`config.mk`:
```
export PLATFORM = sky130hd
export DESIGN_NAME = icc_cell
export DESIGN_NICKNAME = d
export VERILOG_FILES = /design/src/design/icc_pkg.sv /design/src/design/icc_cell.sv
export SDC_FILE = /design/constraint.sdc
export NUM_CORES = 1
export LEC_CHECK = 0
export BUFFER_PORTS_ARGS = -buffer_cell sky130_fd_sc_hd__buf_4
export CAP_MARGIN = 20
export CORE_AREA = 2 2 67 69
export DETAILED_ROUTE_END_ITERATION = 7
export DIE_AREA = 0 0 69 71
export GPL_ROUTABILITY_DRIVEN = 0
export PLACE_DENSITY = 0.8
export SLEW_MARGIN = 20
export SYNTH_ARGS = -nofsm -noshare
export SYNTH_HDL_FRONTEND = slang
export SYNTH_SLANG_ARGS = --single-unit
```
`constraint.sdc`:
```
create_clock -name clk -period 1.3 [get_ports clk]
set_input_delay 0.26 -clock clk [delete_from_list [all_inputs] [get_ports clk]]
set_output_delay 0.26 -clock clk [all_outputs]
set_load 0.005 [all_outputs]
```
`src/design/icc_pkg.sv`:
```
// Shared types and constants for the reference-counted inode tag cache.
package icc_pkg;

  localparam int unsigned CACHE_ENTRIES = 64;
  localparam int unsigned COUNT_BITS = 16;
  localparam int unsigned IDX_W = $clog2(CACHE_ENTRIES);

  // Request codes on the func port.
  localparam logic [2:0] FUNC_GET = 3'd0;
  localparam logic [2:0] FUNC_PUT = 3'd1;
  localparam logic [2:0] FUNC_MARK_DIRTY = 3'd2;
  localparam logic [2:0] FUNC_MARK_DEAD = 3'd3;
  localparam logic [2:0] FUNC_INSERT = 3'd4;
  localparam logic [2:0] FUNC_CLEAR_ALL = 3'd5;

  // Result status codes.
  localparam logic [1:0] STAT_OK = 2'd0;
  localparam logic [1:0] STAT_BAD_INODE = 2'd1;
  localparam logic [1:0] STAT_NO_SLOT = 2'd2;

  // One cache entry as it travels along the chain.
  typedef struct packed {
    logic [31:0]           tag;
    logic                  used;
    logic                  dead;
    logic                  dirty;
    logic [COUNT_BITS-1:0] count;
  } entry_t;

endpackage

```
`src/design/icc_cell.sv`:
```
// One storage cell of the rotating entry chain.
module icc_cell (
  input  logic           clk,
  input  logic           rst,
  input  logic           shift_en,
  input  icc_pkg::entry_t ent_in,
  output icc_pkg::entry_t ent_q
);

  // The cell takes its neighbor's entry whenever the chain moves.
  always_ff @(posedge clk) begin
    if (rst) begin
      ent_q <= '0;
    end else if (shift_en) begin
      ent_q <= ent_in;
    end
  end

endmodule

```
After elaboration in Yosys (flattened, before gate mapping):

Cells that the tools add are included.

* ROM bits: 0
* memory bits (writable): 0
* memories: 0
* register bits: 51
* latch bits: 0
* word-level logic and storage cells: 5

* equality and inequality tests: 0
* $add $sub $neg: 0
* bitwise gates (word level): 0
* multiplexer cells: 0
* order comparisons: 0
* div/mod/pow operators: 0
* shifts and indexed selects: 0
* reductions and logical operators: 0
* multipliers: 0

Logic depth before layout (Yosys ltp):

Gate-level depths: netlist (run 1).

* word-level depth: 0
* mapped depth: 4

Least setup slack after synthesis (run 1):

Ideal clock, no wire load.

* path type: input to register
* start: in shift_en
* end: reg ent_q[0] (netlist bit)
* setup time: 128 ps
* cell stages on the path: 4
* path slack: 426 ps
* required time: 1172 ps
* arrival time: 746 ps
* cells stage by stage: buf_6 -> buf_8 -> mux2i_1 -> nor2_1

RTL lines
* start, declared: RTL line icc_cell.sv:5 `input logic shift_en,`
* end signal, assigned: RTL line icc_cell.sv:15 `ent_q <= ent_in;`
* end, declared: RTL line icc_cell.sv:7 `output icc_pkg::entry_t ent_q`

Worst setup path in the final report (run 1):

* start: reg ent_q[3] (netlist bit)
* end: out ent_q[3] (netlist bit)

No word-level cell between the ends.

==> metrics.yaml, run 1 <==
status: "finished, final reports clean"
yosysTopAreaCell: "dfxtp_1"
syn-num-nets: 219
synth_commonest_cells: "dfxtp_1 (51), mux2i_1 (51), nor2_1 (51)"
syn_area_mm2: 0.00183
cp_slowest_cell: "dfxtp_1"
async_reset_ff_share_pct: 0
post_cts.repair.setup_buffers: 0
peakVddDrop_v: 0.000722
tightestPinTransition_ns: 0.516
cp-end-kind: "output port"
vias_per_cell: 4.57
synth-seq-cells: 51
start_util_pct: 43.6
area_growth_pct: 47.8
cts_tree: "built"
cts.sinks: 51
finalSetupViolations: 0
post_cts_resized: 0
drc: 0
placed_area_mm2: 0.00261
skew_ns: 0
grt_use_total_pct: 15.7
largest_reg_flops: 51
cts_max_level: 2
fin_area_mm2: 0.00271
reg_top3: "ent_q x51"
drive_gt1_share_pct: 42.3
relSlewSlack_pct: 65.6
critical_path.max_fanout: 2
synth-edff-count: 0
largest-register: "ent_q"
grt_pass1_vias: 1435
clockRootBuffer: "clkbuf_8"
vias: 1458
critPathArrivalTime_ns: 0.76
leakagePower_uw: 0.00141
synth_area_leaders: "dfxtp_1 (56%), mux2i_1 (28%), nor2_1 (10%)"
ys_types: 7
critPathLaunchType: "flip-flop"
p_per_area_mw_per_mm2: 1160
clk_path_buf_depth: 2
grt_start_max_net_pins: 52
worst-setup-path-type: "reg -> out"
maxSlewViolCount: 0
maxCapViolations: 0
dr.first_iter.drc_count: 60
clkSlewWorstSetupHoldPaths_ns: 0.09
hold_viol: 0
synth.top_cell.area_share_pct: 55.7
final.setup.tns_ns: 0
die_x_um: 69
row_count: 24
hp-class: "in -> reg"
cpPeakStageDelay_ns: 0.36
worstPathRequired_ns: 1.04
dpl_worst_slack_ns: 0.270
drt_wl_total_um: 3870
crit_chain: "buf_4"
cp_top_family: "flip-flops"
antenna_cells: 0
ctsHoldBuffers: 0
fp.dieH_um: 71
firstDrtPassIters: 3
yosys_warnings: 0
ios: 105
ant_nets: 0
synthCells: 165
final_net_count: 320
syn_area_per_cell_um2: 11.1
post-route-period-util_pct: 78.2
dpl.hpwl_um: 2770
rsz0062_at_grt: "no"
clk_latency_ns: 0.28
grt_first_pass_wirelength_um: 6320
fin_ws_ns: 0.284
maxClockFrequency_mhz: 984
grt_overflow: 0
fill_cells: 378
crit_buf_inv: 1
antenna_found_initial: 0
avgRoutedWirePerCell_um: 12.1
period_needed_ns: 1.02
core_area_mm2: 0.00420
cts_made_buffers: 5
ys_seq_area_share_pct: 55.7
portBuffers: 104
die-area_mm2: 0.00490
ys.flop_type: "dfxtp_1"
-- worst paths after layout --
check	slack (ns)	end	from	cells after the start
max	0.28	ent_q[3]	ent_q[3]	1
min	0.20	ent_q[20]	ent_in[20]	3
max reg2reg	0.66	ent_q[38]	ent_q[38]	2
min reg2reg	0.50	ent_q[15]	ent_q[15]	2
-- layout make-up --
class | instances | area (um^2) | area share, %
well taps | 52 | 65.1 | 2.40
flip-flops and latches | 51 | 1020 | 37.7
repair buffers | 106 | 821 | 30.3
clock buffers | 8 | 100 | 3.70
multi-input cells | 102 | 702 | 25.9
-- power breakdown --
part / leakage, uW / total (uW) / switching (uW) / internal, uW
Clock: 0.0000515 / 947 / 461 / 486
Sequential: 0.000421 / 1700 / 47.9 / 1650
Combinational: 0.000935 / 484 / 177 / 307
Total: 0.00141 / 3130 / 686 / 2450
-- cell families after synthesis --
family | Yosys count | synth area share, %
buffers and inverters | 12 | 6.01
flip-flops | 51 | 55.7
multiplexers | 51 | 27.8
AND/OR/NAND/NOR | 51 | 10.4
-- stage by stage --
| step | util, % | cells | hold WS, ns | total power (uW) |
|---|---|---|---|---|
| 3_5_place_dp | 62.1 | 311 | 0.484 | 2230 |
| 2_1_floorplan | - | 165 | 0.407 | 1950 |
| 6_report | 64.4 | 319 | 0.200 | 3130 |
| 3_3_place_gp | 62.1 | 311 | 0.473 | 2220 |
| 5_1_grt | 64.4 | 319 | 0.196 | 3300 |
| 4_1_cts | 64.4 | 319 | 0.195 | 3180 |
-- placed cells by master (no fill, tap or decap) --
master    netlist  layout
buf_4           0     104
mux2i_1        51      51
nor2_1         51      51
dfxtp_1        51      51
clkbuf_8        0       7
buf_12          0       2
clkbuf_1        5       1
-- routing by layer --
metal,up-vias,routed length (um),GRT usage [%]
met2,52,1960,27.9
li1,740,-,-
met3,2,270,4.70
met1,664,1610,18.2
met4,0,25,5.23
met5,-,0,0
No activity file was read; power rests on OpenSTA's default activity.
==> inputs of run 2 (changes only) <==
- ABC_AREA: unset -> 1
- CORE_AREA: 2 2 67 69 -> 2 2 71 73
- DIE_AREA: 0 0 69 71 -> 0 0 73 75
- PLACE_DENSITY: 0.8 -> 0.78
- clock period: 1.3 -> 0.98 ns (I/O delays scaled with it)
==> run 2 against run 1 <==
Effect of this change:
- register-to-register slack lost 0.26 ns
- count of clock-buffer cells in the layout shrank 2
- largest cell class unchanged
- sequential share of layout area shrank 3.8 points
- synthesized cell count grew 96%
- critical path type unchanged
==> metrics.yaml, run 2 <==
status: "finished, final reports clean"
yosysTopAreaCell: "dfxtp_1"
cp_top_family: "flip-flops"
dr.first_iter.drc_count: 65  # +8.3%
drive_gt1_share_pct: 32.5  # -9.8 points
synth_area_leaders: "dfxtp_1 (49%), nand2_1 (18%), nor2_1 (18%)"
grt_use_total_pct: 17.5  # +1.8 points
final_net_count: 477  # +49%
critPathArrivalTime_ns: 0.76  # about the same
rsz0062_at_grt: "no"
die_x_um: 73  # +5.8%
hold_viol: 0  # unchanged
cp-end-kind: "output port"
leakagePower_uw: 0.00181  # +28%
clk_latency_ns: 0.29  # about the same
antenna_cells: 0  # unchanged
largest-register: "ent_q"
synth-seq-cells: 51  # unchanged
cts.sinks: 51  # unchanged
crit_chain: "buf_4"
maxCapViolations: 0  # unchanged
ys_seq_area_share_pct: 49.1  # -6.6 points
die-area_mm2: 0.00548  # +12%
clkSlewWorstSetupHoldPaths_ns: 0.09  # about the same
synth.top_cell.area_share_pct: 49.1  # -6.6 points
skew_ns: 0  # unchanged
synth_commonest_cells: "nand2_1 (102), nor2_1 (102), dfxtp_1 (51), inv_1 (51), buf_4 (8)"
post-route-period-util_pct: 97.5
avgRoutedWirePerCell_um: 9.72  # -20%
grt_overflow: 0  # unchanged
start_util_pct: 44.6  # +1.0 points
cts_max_level: 2  # unchanged
firstDrtPassIters: 4  # +1
p_per_area_mw_per_mm2: 1540  # +33%
layout_common_cells: "buf_4 (104), nor2_1 (102), nand2_1 (102)"
worstPathRequired_ns: 0.78  # -0.26 ns
cpPeakStageDelay_ns: 0.34  # -0.02 ns
fp.dieH_um: 75  # +5.6%
row_count: 25  # +4.2%
syn_area_per_cell_um2: 6.44  # -42%
ios: 105  # unchanged
cp_slowest_cell: "dfxtp_2"
core_area_mm2: 0.00466  # +11%
regArea_mm2: 0.00105  # +2.7%
ys_types: 8  # +1
period_needed_ns: 0.956
layout_commonest_cell: "buf_4"
tightestPinTransition_ns: 0.166  # -0.349 ns
multi_input_area_um2: 766  # +9.1%
reg_top3: "ent_q x51"
synthCells: 323  # +96%
dpl.hpwl_um: 3480  # +26%
area_growth_pct: 48.6
ys.flop_type: "dfxtp_1"
peakVddDrop_v: 0.000960  # +33%
cts_tree: "built"
cts_made_buffers: 5  # unchanged
yosys_warnings: 0  # unchanged
fin_area_mm2: 0.00309  # +14%
placed_area_mm2: 0.00293  # +12%
grt_pass1_vias: 1872  # +30%
grt_first_pass_wirelength_um: 7630  # +21%
vias: 2009  # +38%
ant_nets: 0  # unchanged
portBuffers: 104  # unchanged
clk_path_buf_depth: 2  # unchanged
clockRootBuffer: "clkbuf_8"
hp-class: "in -> reg"
drc: 0  # unchanged
largest_reg_flops: 51  # unchanged
relSlewSlack_pct: 88.9  # +23 points
final.setup.tns_ns: 0  # unchanged
maxSlewViolCount: 0  # unchanged
vias_per_cell: 4.20  # -8.0%
crit_buf_inv: 1  # unchanged
critical_path.max_fanout: 2  # unchanged
fill_cells: 454  # +20%
async_reset_ff_share_pct: 0  # unchanged
syn_area_mm2: 0.00208  # +13%
finalSetupViolations: 0  # unchanged
syn-num-nets: 377  # +72%
maxClockFrequency_mhz: 1050
critPathLaunchType: "flip-flop"
grt_start_max_net_pins: 41  # -21%
antenna_found_initial: 0  # unchanged
worst-setup-path-type: "reg -> out"
drt_wl_total_um: 4650  # +20%
synth-edff-count: 0  # unchanged
[run 2: final timing paths]
path | from | to | slack (ns) | cells after the start
setup / recovery | ent_q[38] | ent_q[38] | 0.02 | 1
hold / removal | ent_in[50] | ent_q[50] | 0.19 | 5
setup reg to reg | ent_q[48] | ent_q[48] | 0.40 | 2
hold reg to reg | ent_q[35] | ent_q[35] | 0.47 | 2
[run 2: what timing repair did]
item / in CTS / in global routing
endpoints found under the hold margin: 0 / 0
resized for setup: 0 / 22
hold buffers: 0 / 0
buffers inserted: 0 / 0
endpoints found under the setup margin: 0 / 22
[run 2: power by group]
| part | internal (uW) | total (uW) | switching [uW] |
|---|---|---|---|
| sequential | 2230 | 2310 | 78.9 |
| combinational | 459 | 799 | 340 |
| clock | 1020 | 1650 | 626 |
| total | 3710 | 4750 | 1050 |
[run 2: final cells by class]
type | count | area share [%]
tap | 54 | 2.19
sequential | 51 | 33.9
multi-input combinational | 204 | 24.8
clock inverter | 2 | 1.94
timing repair buffer | 109 | 28.5
clock buffer | 6 | 2.35
inverter | 52 | 6.32
[run 2: routing by layer]
metal / up-vias / track usage (%) / part of all wire, %
li1: 1102 / - / -
met1: 846 / 18.9 / 43
met5: - / 0 / 0
met3: 4 / 3.21 / 5.1
met2: 57 / 33.6 / 51
met4: 0 / 7.00 / 1.5
[run 2: cell families (layout without fill, tap and decap cells)]
group                  count (synthesis)  after routing  synth area share [%]
AND/OR/NAND/NOR                      204            204                  36.8
buffers and inverters                 68            169                  14.1
flip-flops                            51             51                  49.1
[run 2: per-stage QoR]
stage | setup slack [ns] | utilization [%] | std cells | hold WS, ns | power, uW
floorplan | 0.231 | - | 323 | 0.384 | 2690
global placement | 0.145 | 62.9 | 470 | 0.459 | 3130
detailed placement | 0.126 | 62.9 | 470 | 0.463 | 3150
CTS | 0.00609 | 65.7 | 478 | 0.182 | 4800
global route | 0.000213 | 66.3 | 478 | 0.200 | 4980
finish | 0.0241 | 66.3 | 478 | 0.190 | 4750
