==> config.mk <==
export PLATFORM = sky130hd
export DESIGN_NAME = icc_ctrl
export DESIGN_NICKNAME = d
export VERILOG_FILES = /design/src/design/icc_pkg.sv /design/src/design/icc_ctrl.sv
export SDC_FILE = /design/constraint.sdc
export NUM_CORES = 1
export LEC_CHECK = 0
export BUFFER_PORTS_ARGS = -buffer_cell sky130_fd_sc_hd__buf_4
export CORE_MARGIN = 2
export CORE_UTILIZATION = 58
export DETAILED_ROUTE_END_ITERATION = 6
export GPL_TIMING_DRIVEN = 0
export PLACE_DENSITY = 0.92
export SLEW_MARGIN = 20
export SYNTH_ARGS = -nofsm -noshare
export SYNTH_HDL_FRONTEND = slang
export SYNTH_SLANG_ARGS = --single-unit
==> constraint.sdc <==
create_clock -name clk -period 10.1 [get_ports clk]
set_input_delay 0.505 -clock clk [delete_from_list [all_inputs] [get_ports clk]]
set_output_delay 0.505 -clock clk [all_outputs]
set_load 0.005 [all_outputs]
==> src/design/icc_pkg.sv <==
// Shared types and constants for the reference-counted inode tag cache.
package icc_pkg;

  localparam int unsigned CACHE_ENTRIES = 64;
  localparam int unsigned COUNT_BITS = 16;
  localparam int unsigned IDX_W = $clog2(CACHE_ENTRIES);

  // Request codes on the func port.
  localparam logic [2:0] FUNC_GET = 3'd0;
  localparam logic [2:0] FUNC_PUT = 3'd1;
  localparam logic [2:0] FUNC_MARK_DIRTY = 3'd2;
  localparam logic [2:0] FUNC_MARK_DEAD = 3'd3;
  localparam logic [2:0] FUNC_INSERT = 3'd4;
  localparam logic [2:0] FUNC_CLEAR_ALL = 3'd5;

  // Result status codes.
  localparam logic [1:0] STAT_OK = 2'd0;
  localparam logic [1:0] STAT_BAD_INODE = 2'd1;
  localparam logic [1:0] STAT_NO_SLOT = 2'd2;

  // One cache entry as it travels along the chain.
  typedef struct packed {
    logic [31:0]           tag;
    logic                  used;
    logic                  dead;
    logic                  dirty;
    logic [COUNT_BITS-1:0] count;
  } entry_t;

endpackage

==> src/design/icc_ctrl.sv <==
// Sequencer that scans the chain head and rewrites entries at the chain tail.
module icc_ctrl (
  input  logic                   clk,
  input  logic                   rst,
  input  logic                   start,
  output logic                   busy,
  input  logic [2:0]             func,
  input  logic [31:0]            inode_number,
  input  logic [5:0]             slot_index,
  input  logic [31:0]            limit,
  input  icc_pkg::entry_t        head,
  output icc_pkg::entry_t        feed,
  output logic                   shift_en,
  output logic                   done,
  output logic [1:0]             status,
  output logic [5:0]             slot_out,
  output logic                   hit,
  output logic                   load_needed,
  output logic                   writeback_valid,
  output logic [31:0]            writeback_inode,
  output logic                   entry_dead
);

  localparam logic [icc_pkg::IDX_W-1:0] LAST_IDX = icc_pkg::IDX_W'(icc_pkg::CACHE_ENTRIES - 1);
  localparam logic [icc_pkg::COUNT_BITS-1:0] COUNT_MAX = '1;

  typedef enum logic [1:0] {ST_IDLE, ST_FIND, ST_DECIDE, ST_APPLY} state_t;
  typedef enum logic [2:0] {
    ACT_INC, ACT_CLAIM, ACT_PUT, ACT_DIRTY, ACT_DEAD, ACT_INSERT, ACT_CLEAR
  } act_t;

  state_t                        state;
  act_t                          act;
  logic [icc_pkg::IDX_W-1:0]     pos;
  logic [icc_pkg::IDX_W-1:0]     target;
  logic [31:0]                   ino;
  logic                          m_found, f_found, d_found, l_found;
  logic [icc_pkg::IDX_W-1:0]     m_idx, f_idx, d_idx, l_idx;
  logic                          l_dirty;
  logic [31:0]                   l_tag;

  logic                          accept;
  logic                          bad_inode;
  logic                          slot_ok;
  logic                          at_target;
  logic                          put_wb;
  logic [icc_pkg::COUNT_BITS-1:0] put_count;
  logic                          is_match, is_free, is_deadz, is_livez;

  assign busy = (state != ST_IDLE);
  assign accept = start && !busy;
  assign shift_en = (state == ST_FIND) || (state == ST_APPLY);
  assign bad_inode = (inode_number == 32'd0) || ((limit != 32'd0) && (inode_number > limit));
  assign slot_ok = (32'(slot_index) < 32'(icc_pkg::CACHE_ENTRIES));
  assign at_target = (pos == target);

  // Classification of the entry at the chain head during a lookup.
  assign is_match = head.used && !head.dead && (head.tag == ino);
  assign is_free = !head.used;
  assign is_deadz = head.used && head.dead && (head.count == '0);
  assign is_livez = head.used && (head.count == '0);

  // Rewrite of the head entry on its way back into the tail cell.
  always_comb begin
    feed = head;
    put_wb = 1'b0;
    put_count = (head.count != '0) ? head.count - 1'b1 : head.count;
    if (state == ST_APPLY) begin
      if (act == ACT_CLEAR) begin
        feed.used = 1'b0;
        feed.dead = 1'b0;
        feed.count = '0;
      end else if (at_target) begin
        case (act)
          ACT_INC: begin
            if (head.count != COUNT_MAX) feed.count = head.count + 1'b1;
          end
          ACT_CLAIM: begin
            feed.tag = ino;
            feed.count = icc_pkg::COUNT_BITS'(1);
            feed.used = 1'b1;
            feed.dead = 1'b0;
            feed.dirty = 1'b0;
          end
          ACT_PUT: begin
            feed.count = put_count;
            if (put_count == '0) begin
              if (head.dead) begin
                feed.used = 1'b0;
              end else if (head.dirty) begin
                feed.dirty = 1'b0;
                put_wb = 1'b1;
              end
            end
          end
          ACT_DIRTY: feed.dirty = 1'b1;
          ACT_DEAD: feed.dead = 1'b1;
          ACT_INSERT: begin
            feed.tag = ino;
            feed.used = 1'b1;
            feed.dead = 1'b0;
          end
          default: feed = head;
        endcase
      end
    end
  end

  // Sequencer state, scan bookkeeping and the result registers.
  always_ff @(posedge clk) begin
    if (rst) begin
      state <= ST_IDLE;
      act <= ACT_INC;
      pos <= '0;
      target <= '0;
      done <= 1'b0;
      m_found <= 1'b0;
      f_found <= 1'b0;
      d_found <= 1'b0;
      l_found <= 1'b0;
    end else begin
      done <= 1'b0;
      unique case (state)
        ST_IDLE: begin
          if (accept) begin
            ino <= inode_number;
            target <= icc_pkg::IDX_W'(slot_index);
            pos <= '0;
            status <= icc_pkg::STAT_OK;
            slot_out <= '0;
            hit <= 1'b0;
            load_needed <= 1'b0;
            writeback_valid <= 1'b0;
            writeback_inode <= '0;
            entry_dead <= 1'b0;
            m_found <= 1'b0;
            f_found <= 1'b0;
            d_found <= 1'b0;
            l_found <= 1'b0;
            unique case (func)
              icc_pkg::FUNC_GET: begin
                if (bad_inode) begin
                  status <= icc_pkg::STAT_BAD_INODE;
                  done <= 1'b1;
                end else begin
                  state <= ST_FIND;
                end
              end
              icc_pkg::FUNC_PUT, icc_pkg::FUNC_MARK_DIRTY,
              icc_pkg::FUNC_MARK_DEAD, icc_pkg::FUNC_INSERT: begin
                if (slot_ok) begin
                  state <= ST_APPLY;
                end else begin
                  done <= 1'b1;
                end
                unique case (func)
                  icc_pkg::FUNC_PUT: act <= ACT_PUT;
                  icc_pkg::FUNC_MARK_DIRTY: act <= ACT_DIRTY;
                  icc_pkg::FUNC_MARK_DEAD: act <= ACT_DEAD;
                  default: act <= ACT_INSERT;
                endcase
              end
              icc_pkg::FUNC_CLEAR_ALL: begin
                act <= ACT_CLEAR;
                state <= ST_APPLY;
              end
              default: done <= 1'b1;
            endcase
          end
        end

        ST_FIND: begin
          // Keep the lowest index of each candidate class.
          if (is_match && !m_found) begin
            m_found <= 1'b1;
            m_idx <= pos;
          end
          if (is_free && !f_found) begin
            f_found <= 1'b1;
            f_idx <= pos;
          end
          if (is_deadz && !d_found) begin
            d_found <= 1'b1;
            d_idx <= pos;
          end
          if (is_livez && !l_found) begin
            l_found <= 1'b1;
            l_idx <= pos;
            l_dirty <= head.dirty;
            l_tag <= head.tag;
          end
          if (pos == LAST_IDX) begin
            pos <= '0;
            state <= ST_DECIDE;
          end else begin
            pos <= pos + 1'b1;
          end
        end

        ST_DECIDE: begin
          // Hit first, then free slot, dead idle entry, live idle entry.
          state <= ST_APPLY;
          if (m_found) begin
            act <= ACT_INC;
            target <= m_idx;
            slot_out <= 6'(m_idx);
            hit <= 1'b1;
          end else if (f_found) begin
            act <= ACT_CLAIM;
            target <= f_idx;
            slot_out <= 6'(f_idx);
            load_needed <= 1'b1;
          end else if (d_found) begin
            act <= ACT_CLAIM;
            target <= d_idx;
            slot_out <= 6'(d_idx);
            load_needed <= 1'b1;
          end else if (l_found) begin
            act <= ACT_CLAIM;
            target <= l_idx;
            slot_out <= 6'(l_idx);
            load_needed <= 1'b1;
            writeback_valid <= l_dirty;
            writeback_inode <= l_dirty ? l_tag : 32'd0;
          end else begin
            status <= icc_pkg::STAT_NO_SLOT;
            done <= 1'b1;
            state <= ST_IDLE;
          end
        end

        ST_APPLY: begin
          if (at_target && act != ACT_CLEAR) begin
            entry_dead <= feed.dead;
            if (put_wb) begin
              writeback_valid <= 1'b1;
              writeback_inode <= head.tag;
            end
          end
          if (pos == LAST_IDX) begin
            pos <= '0;
            done <= 1'b1;
            state <= ST_IDLE;
          end else begin
            pos <= pos + 1'b1;
          end
        end

        default: state <= ST_IDLE;
      endcase
    end
  end

endmodule

## Word level (Yosys, flattened, before mapping)

Cells that the tools add are included.

| storage, ports and cells | value |
|---|---|
| word-level logic and storage cells | 228 |
| register bits | 155 |
| output and inout bits | 98 |
| input port bits | 127 |

| cells by class | value |
|---|---|
| add/subtract/negate cells | 3 |
| bitwise logic cells | 1 |
| eq/ne operators | 39 |
| multiplexer cells | 103 |
| $lt $le $gt $ge | 1 |
| reduce and logical (&&, ||, !) cells | 58 |

Operator list:

| kind | number |
|---|---|
| 2-to-1 mux 32 bit | 10 |
| 2-to-1 mux 51 bit | 2 |
| case mux 32 bit (3 select lines) | 1 |
| 2-to-1 mux 16 bit | 3 |
| case mux 16 bit (3 select lines) | 1 |
| 2-to-1 mux 6 bit | 7 |
| 2-to-1 mux 1 bit | 38 |
| case mux 6 bit (2 select lines) | 3 |
| equality test 32 bit | 1 |
| greater-than comparator 32 bit | 1 |
| zero test 16 bit | 2 |
| zero test 32 bit | 1 |
| nonzero test 32 bit | 1 |
| AND reduction 3 bit | 10 |
| 2-to-1 mux 2 bit | 14 |
| case mux 1 bit (2 select lines) | 10 |
| adder 16 x 1 -> 16 bit, second input constant | 1 |
| inequality test 16 bit, second input constant | 1 |
| inequality test 2 bit, second input constant | 8 |
| AND reduction 4 bit | 4 |
| nonzero test 16 bit | 1 |
| subtractor 16 x 1 -> 16 bit, second input constant | 1 |
| equality test 3 bit, second input constant | 5 |
| 2-to-1 mux 3 bit | 5 |
| 33 further kinds | 74 |

## Depth between registers and ports, before layout

Gate-level depths: netlist of the first run.

| depth | value |
|---|---|
| depth after elaboration | 11 |
| gate-level depth with buffers | 9 |
| gate-level depth less buffers | 8 |

## Least setup slack after synthesis of the first run

OpenSTA, ideal clock, no wires.

| timing | value |
|---|---|
| kind | in2reg |
| start point | input head[0] (netlist name) |
| end point | register writeback_inode[0], enable pin |
| arrival | 4.312 ns |
| path buffers | 0 |
| library setup time | 0.453 ns |
| cell stages on the path | 8 |
| data required time | 9.647 ns |
| path slack | 5.335 ns |
| path through | inv_1 > ha_1 > nor3b_2 > nand3_1 > nor3_1 > o211ai_1 > or3_1 > a2111oi_2 |

| between the ends | value |
|---|---|
| word-level cells in the longest chain between the ends | 10 |
| elaborated cells on any way between the ends | 11 |
| those cells by class | add/sub: 1; eq/ne: 1; mux: 6; reduce/logical: 3 |

Ends and longest elaborated chain:

| item | line | source |
|---|---|---|
| start, declared | icc_ctrl.sv:11 | `input icc_pkg::entry_t head,` |
| subtractor 16 x 1 -> 16 bit / nonzero test 16 bit (equally long branches) | icc_ctrl.sv:67 | `put_count = (head.count != '0) ? head.count - 1'b1 : head.count;` |
| 2-to-1 mux 16 bit * | icc_ctrl.sv:67 |  |
| zero test 16 bit * | icc_ctrl.sv:87 | `if (put_count == '0) begin` |
| 2-to-1 mux 1 bit * | icc_ctrl.sv:87 |  |
| 2-to-1 mux 1 bit * | icc_ctrl.sv:74 | `case (act)` |
| 2-to-1 mux 1 bit * | icc_ctrl.sv:73 | `end else if (at_target) begin` |
| 2-to-1 mux 1 bit * | icc_ctrl.sv:69 | `if (act == ACT_CLEAR) begin` |
| 2-to-1 mux 1 bit * | icc_ctrl.sv:68 | `if (state == ST_APPLY) begin` |
| inequality test 2 bit (no line) * | - |  |
| AND reduction 9 bit (no line) * | - |  |
| end signal, assigned | icc_ctrl.sv:224 | `writeback_inode <= l_dirty ? l_tag : 32'd0;` |
| end signal, assigned | icc_ctrl.sv:237 | `writeback_inode <= head.tag;` |
| end, declared | icc_ctrl.sv:20 | `output logic [31:0] writeback_inode,` |

Every way passes the cells marked *; elsewhere a longest branch is shown, timed or not.
A chain may end at the register's enable or synchronous reset.

==> impl_metrics.py, run 1 <==
metrics = {
    "routing": {
        "drc": 0,
        "drt_iter0_markers": 1367,
        "dr_total_vias": 8645,
        "dr.pass1.iters": 6,
        "via_per_inst": 6.74,
        "wl_per_cell_um": 23.8,
        "wl_um": 30500,
        "drtAntennaViolNets": 0,
    },
    "clock_network": {
        "clockBufferDepth": 2,
        "cts.clk_slew.worst_paths_ps": 70,
        "clock_latency_ps": 440,
        "cts_resized": 0,
        "clock-sinks": 155,
        "tritoncts": "built",
        "htree_levels": 4,
        "cts_setup_buffers": 0,
        "numCtsBuffers": 17,
        "hold_buffers": 0,
        "cts_root_buffer": "clkbuf_16",
    },
    "setup_path": {
        "worstPathArrival_ps": 3550,
        "path_class": "flop to output port",
        "end_kind": "output port",
        "critical_path_required_ps": 9600,
        "cp-start-kind": "flop",
        "critical_path.max_fanout": 10,
    },
    "min_path": {
        "hp-class": "input pin to flop",
    },
    "yosys": {
        "synthFlopType": "edfxtp_1",
        "synth_enable_flop_cells": 133,
        "yosysSeqAreaShare_pct": 49.5,
        "yosysTopAreaCellShare_pct": 44.6,
        "yosysUniqueCellTypes": 67,
        "ys_ff_latch": 155,
        "syn_inst": 840,
        "synthTopCellsByArea": "edfxtp_1 45%, dfxtp_1 4.9%, ha_1 4.9%",
        "syn_nets": 1002,
        "synth_area_leader_cell": "edfxtp_1",
        "synth_area_mm2": 0.00895,
        "syn_avg_cell_area_um2": 10.7,
        "synth_async_sr_flop_share_pct": 0,
        "ys_warn_count": 0,
    },
    "place": {
        "dp_hpwl_um": 21200,
        "io_buffers": 218,
        "place_congestion": 0.968,
    },
    "cells_and_area": {
        "drive_above_1_share_pct": 28.5,
        "area_growth_pct": 28.6,
        "fillers": 934,
        "final_nets": 1244,
        "utilization_pct": 76.0,
        "diodes": 0,
    },
    "timing": {
        "fin_crit_ps": 4050,
        "fmaxAchievable_mhz": 247,
        "worstMarginPinSlew_ps": 885,
        "hold_viol_final": 0,
        "fin_crit_sh_pct": 40.1,
        "finalMaxSlewViolations": 0,
        "setup-violations-final": 0,
        "rsz0062_at_grt": "false",
        "clock_skew_ps": 11.9,
        "max_slew_margin_pct": 40.5,
        "tns_ps": 0,
    },
    "global_route": {
        "antenna_found_initial": 0,
        "first_global_vias": 8218,
        "grtUsageTotal_pct": 36.9,
        "grt_max_degree": 33,
        "grt_pass1_wl_um": 45600,
        "gr-total-overflow": 0,
    },
    "die": {
        "core-area_mm2": 0.0151,
        "die_width_um": 128,
        "die_y_um": 128,
        "io_pins": 225,
        "fp.dieArea_mm2": 0.0164,
        "rows": 45,
        "initial_core_util_pct": 59.1,
    },
    "pwr": {
        "power.density_mw_per_mm2": 149,
        "leakagePower_nw": 4.60,
        "power.internal_w": 0.00122,
        "p_switching_w": 0.000493,
        "seq_power_share_pct": 43.7,
        "p_comb_share_pct": 20.3,
        "sw_frac_of_total_pct": 28.7,
        "vdd_ir_drop_max_mv": 0.128,
        "clockPowerShare_pct": 36.0,
    },
    "run": {
        "cap_viol_max_count": 0,
    },
    "outcome": {
        "status": "finished clean",
    },
}
[flip-flops by register name, indices dropped and copies added (netlist names), 6 cells and up]
signal,flops
target,6
writeback_inode,32
slot_out,6
l_idx,6
l_tag,32
d_idx,6
f_idx,6
m_idx,6
ino,32
pos,6
[routing by layer]
metal / vias up / global-route usage (%) / part of all wire [%] / wire length [um]
met5: - / 0 / 0 / 0
met4: 0 / 21.5 / 6.8 / 2070
met3: 173 / 7.30 / 11 / 3430
met2: 773 / 60.5 / 47 / 14400
met1: 4011 / 45.7 / 35 / 10600
li1: 3688 / - / - / -
[worst max-delay path: stages, from the launching register on]
cell and delay [ps]:
dfxtp_1 520, xor2_1 170, nor4_4 480, nand3_1 390, nor3b_2 600, buf_2 380, mux2_2 420, buf_4 150
[power groups by stage]
stage / Combinational (W) / Sequential [W] / Clock, W
finish: 0.000348 / 0.000749 / 0.000616
global route: 0.000370 / 0.000751 / 0.000639
detailed placement: 0.000329 / 0.000761 / 0
floorplan: 0.000163 / 0.000759 / 0
global placement: 0.000310 / 0.000761 / 0
CTS: 0.000339 / 0.000748 / 0.000615
[logic make-up (layout without fill, tap and decap cells)]
group	after synthesis	count (layout)	synth area share, %
compound gates	201	201	15.2
xor+xnor	48	48	4.70
mux	50	50	6.04
simple gates	258	258	15.5
buf+inv	92	346	3.96
fa+ha+maj	36	36	5.02
flops	155	155	49.5
[Yosys cell counts, drive strengths merged, types with 18 or more instances]
master / n
nand3: 21
ha: 35
mux2i: 18
nand4: 23
nor4: 29
a21oi: 52
nand2: 40
clkbuf: 39
a22o: 35
inv: 41
nor3: 26
xor2: 42
nor2: 60
edfxtp: 133
o21ai: 37
mux2: 32
dfxtp: 22
[layout make-up]
type | count | area, um2 | share of cell area [%]
Sequential cell | 155 | 4430 | 38.5
Buffer | 51 | 200 | 1.74
Tap cell | 188 | 235 | 2.04
Clock inverter | 13 | 134 | 1.16
Clock buffer | 18 | 429 | 3.73
Timing Repair Buffer | 223 | 1710 | 14.9
Multi-Input combinational cell | 593 | 4210 | 36.6
Inverter | 41 | 154 | 1.34
[final timing paths]
kind	from	endpoint	slack, ps	cells after the start
max	pos[3]	feed[24]	6050	7
min	inode_number[8]	ino[8]	260	1
max reg2reg	pos[3]	writeback_inode[6]	6740	8
min reg2reg	target[3]	target[3]	540	2
[metrics by stage]
stage | cells | cell area, um2 | setup WS [ps] | hold WS [ps] | power, W
after floorplan | 840 | 8950 | 5340 | 478 | 0.000922
after global placement | 1246 | 10800 | 4020 | 492 | 0.00107
after detailed placement | 1251 | 10900 | 6220 | 517 | 0.00109
after CTS | 1282 | 11500 | 6150 | 259 | 0.00170
after global routing | 1282 | 11500 | 6000 | 261 | 0.00176
final | 1282 | 11500 | 6050 | 264 | 0.00171
[cell usage in the layout, fill, tap and decap left out, drive strengths merged, types with 4 or more instances in the layout]
master	instances
a211oi	16
a21boi	4
a21o	7
a21oi	52
a221oi	5
a22o	35
a31oi	6
and2	8
and3	8
and4	4
buf	235
clkbuf	57
clkinv	4
dfxtp	22
edfxtp	133
ha	35
inv	47
mux2	32
mux2i	18
nand2	40
nand2b	5
nand3	21
nand3b	6
nand4	23
nor2	60
nor2b	4
nor3	26
nor3b	5
nor4	29
o211ai	4
o21a	4
o21ai	37
o22ai	4
or2	4
or3	6
or4	4
xnor2	6
xor2	42
Note: power is estimated with default switching activity, not from simulation.
==> run 2, diff against run 1 <==
--- a/config.mk
+++ b/config.mk
@@ -7,10 +7,10 @@
 export LEC_CHECK = 0
 export BUFFER_PORTS_ARGS = -buffer_cell sky130_fd_sc_hd__buf_4
 export CORE_MARGIN = 2
-export CORE_UTILIZATION = 58
+export CORE_UTILIZATION = 54
 export DETAILED_ROUTE_END_ITERATION = 6
 export GPL_TIMING_DRIVEN = 0
-export PLACE_DENSITY = 0.92
+export PLACE_DENSITY = 0.87
 export SLEW_MARGIN = 20
 export SYNTH_ARGS = -nofsm -noshare
 export SYNTH_HDL_FRONTEND = slang
==> constraint.sdc (replaced) <==
create_clock -name clk -period 4.19 [get_ports clk]
set_input_delay 0.2095 -clock clk [delete_from_list [all_inputs] [get_ports clk]]
set_output_delay 0.2095 -clock clk [all_outputs]
set_load 0.005 [all_outputs]
==> impl_metrics.py, run 2 (same netlist as run 1, synthesis figures left out) <==
metrics = {
    "outcome": {
        "status": "finished clean",
    },
    "setup_path": {
        "cp_top_family": "simple AND/OR/NAND/NOR gates",
        "endpoint": "feed[42]",
        "r2r_cells": 8,
        "reg2reg_from": "pos[3]",
        "max_stage_delay_ps": 610,
        "worstPathArrival_ps": 3580,
        "path_buf_inv": 2,
        "critical_path_required_ps": 3980,
        "cp_slowest_cell": "nor3b_2",
        "crit_start": "pos[3]",
        "reg2reg_to": "writeback_inode[6]",
        "path_class": "flop to output port",
        "cp-start-kind": "flop",
        "crit_chain": "xor2_1, nor4_4, nand3_1, nor3b_2, buf_2, mux2_2, buf_4",
        "crit_cells": 7,
        "critical_path.max_fanout": 10,
        "end_kind": "output port",
        "ff2ff_setup_slack_ps": 480,
    },
    "cells_and_area": {
        "layout_commonest_cell": "buf_4",
        "drive_above_1_share_pct": 27.0,
        "reg.largest.list": "ino (32), l_tag (32), writeback_inode (32)",
        "final_cells": 1374,
        "fillers": 1026,
        "utilization_pct": 74.1,
        "layout_common_cells": "220 x buf_4, 133 x edfxtp_1, 58 x nor2_1, 58 x dlygate4sd3_1, 52 x a21oi_1",
        "area_growth_pct": 35.9,
        "final_nets": 1302,
    },
    "die": {
        "core-area_mm2": 0.0164,
        "io_pins": 225,
        "die_y_um": 133,
        "fp.dieArea_mm2": 0.0176,
        "rows": 47,
        "initial_core_util_pct": 54.6,
        "die_width_um": 133,
    },
    "timing": {
        "worstMarginPinSlew_ps": 1170,
        "setup_ws_ps": 403,
        "clock_skew_ps": 14.1,
        "hold_viol_final": 0,
        "fin_crit_ps": 3790,
        "fin_crit_sh_pct": 90.4,
        "setup-violations-final": 0,
        "whs_ps": 11.8,
        "finalMaxSlewViolations": 0,
        "max_slew_margin_pct": 21.2,
        "fmaxAchievable_mhz": 264,
        "rsz0062_at_grt": "false",
    },
    "routing": {
        "drc": 0,
        "via_per_inst": 6.34,
        "drt_iter0_markers": 1086,
        "drtAntennaViolNets": 0,
        "wl_per_cell_um": 22.7,
        "wl_um": 31200,
        "dr.pass1.iters": 6,
        "dr_total_vias": 8707,
    },
    "pwr": {
        "power.density_mw_per_mm2": 353,
        "vdd_ir_drop_max_mv": 0.338,
        "leakagePower_nw": 4.87,
    },
    "clock_network": {
        "cts_root_buffer": "clkbuf_16",
        "cts_setup_buffers": 0,
        "clock-sinks": 155,
        "htree_levels": 4,
        "cts.clk_slew.worst_paths_ps": 70,
        "cts_resized": 0,
        "numCtsBuffers": 17,
        "clock_latency_ps": 450,
        "tritoncts": "built",
        "clockBufferDepth": 2,
    },
    "global_route": {
        "grtUsageTotal_pct": 34.9,
        "grt_max_degree": 33,
        "grt_pass1_wl_um": 46700,
        "gr-usage-met3_pct": 6.97,
        "antenna_found_initial": 1,
        "busiest_layer": "met2",
        "gr-total-overflow": 0,
        "gr-usage-met1_pct": 43.4,
        "first_global_vias": 8293,
        "use_met2_pct": 57.3,
    },
    "place": {
        "pre_cts_ws_ps": 232,
        "dp_hpwl_um": 20900,
        "dp_cells": 1283,
        "place_congestion": 0.958,
        "io_buffers": 218,
    },
    "run": {
        "cap_viol_max_count": 0,
    },
    "min_path": {
        "hp-class": "input pin to flop",
    },
}
-- run 2: cell count changes in the layout (fill, tap and decap cells not counted), sizes merged --
cell,before,now
clkbuf,57,58
clkinvlp,2,1
bufinv,1,2
dlygate4sd3,0,58
inv,47,50
clkinv,4,1
diode,0,1
-- run 2: how the worst min path moves through the flow --
| stage | from | to | slack [ps] | cells past startpoint |
|---|---|---|---|---|
| 6_report | head[42] | l_tag[23] | 10 | 1 |
| 5_1_grt | head[49] | l_tag[30] | 1 | 1 |
| 4_1_cts | head[46] | l_tag[27] | 0.2 | 1 |
| 3_5_place_dp | inode_number[28] | ino[28] | 420 | 1 |
| 3_3_place_gp | inode_number[16] | ino[16] | 420 | 1 |
| 2_1_floorplan | inode_number[0] | ino[0] | 310 | 0 |
-- run 2: cell type report --
type | instances | area, um2 | area share (%)
inverter | 41 | 154 | 1.27
antenna | 1 | 2.50 | 0.0206
timing repair buffer | 281 | 2290 | 18.8
buffer | 51 | 200 | 1.65
sequential | 155 | 4430 | 36.4
clock inverter | 13 | 173 | 1.42
clock buffer | 19 | 433 | 3.56
multi-input combinational | 593 | 4200 | 34.5
tap | 220 | 275 | 2.26
-- run 2: report_power, final --
| group | switching (W) | internal [W] |
|---|---|---|
| clock network | 0.000704 | 0.000908 |
| logic | 0.000488 | 0.000386 |
| registers | 0.0000446 | 0.00176 |
| total | 0.00124 | 0.00306 |
-- run 2: what timing repair did --
| item | CTS | global route |
|---|---|---|
| endpoints found under the hold margin | 56 | 2 |
| endpoints found under the setup margin | 0 | 0 |
| hold buffers | 56 | 2 |
-- run 2: per-stage QoR --
step	area, um2	setup TNS [ps]	total power, W
global placement	10900	-43100	0.00259
finish	12200	0	0.00429
detailed placement	11000	0	0.00262
global route	12200	0	0.00440
floorplan	8960	0	0.00222
CTS	12100	0	0.00423
-- run 2: metal layers --
metal	part of all wire, %	wire, um
met5	0	0
met4	5.7	1790
met3	10	3190
met2	48	14900
met1	36	11300
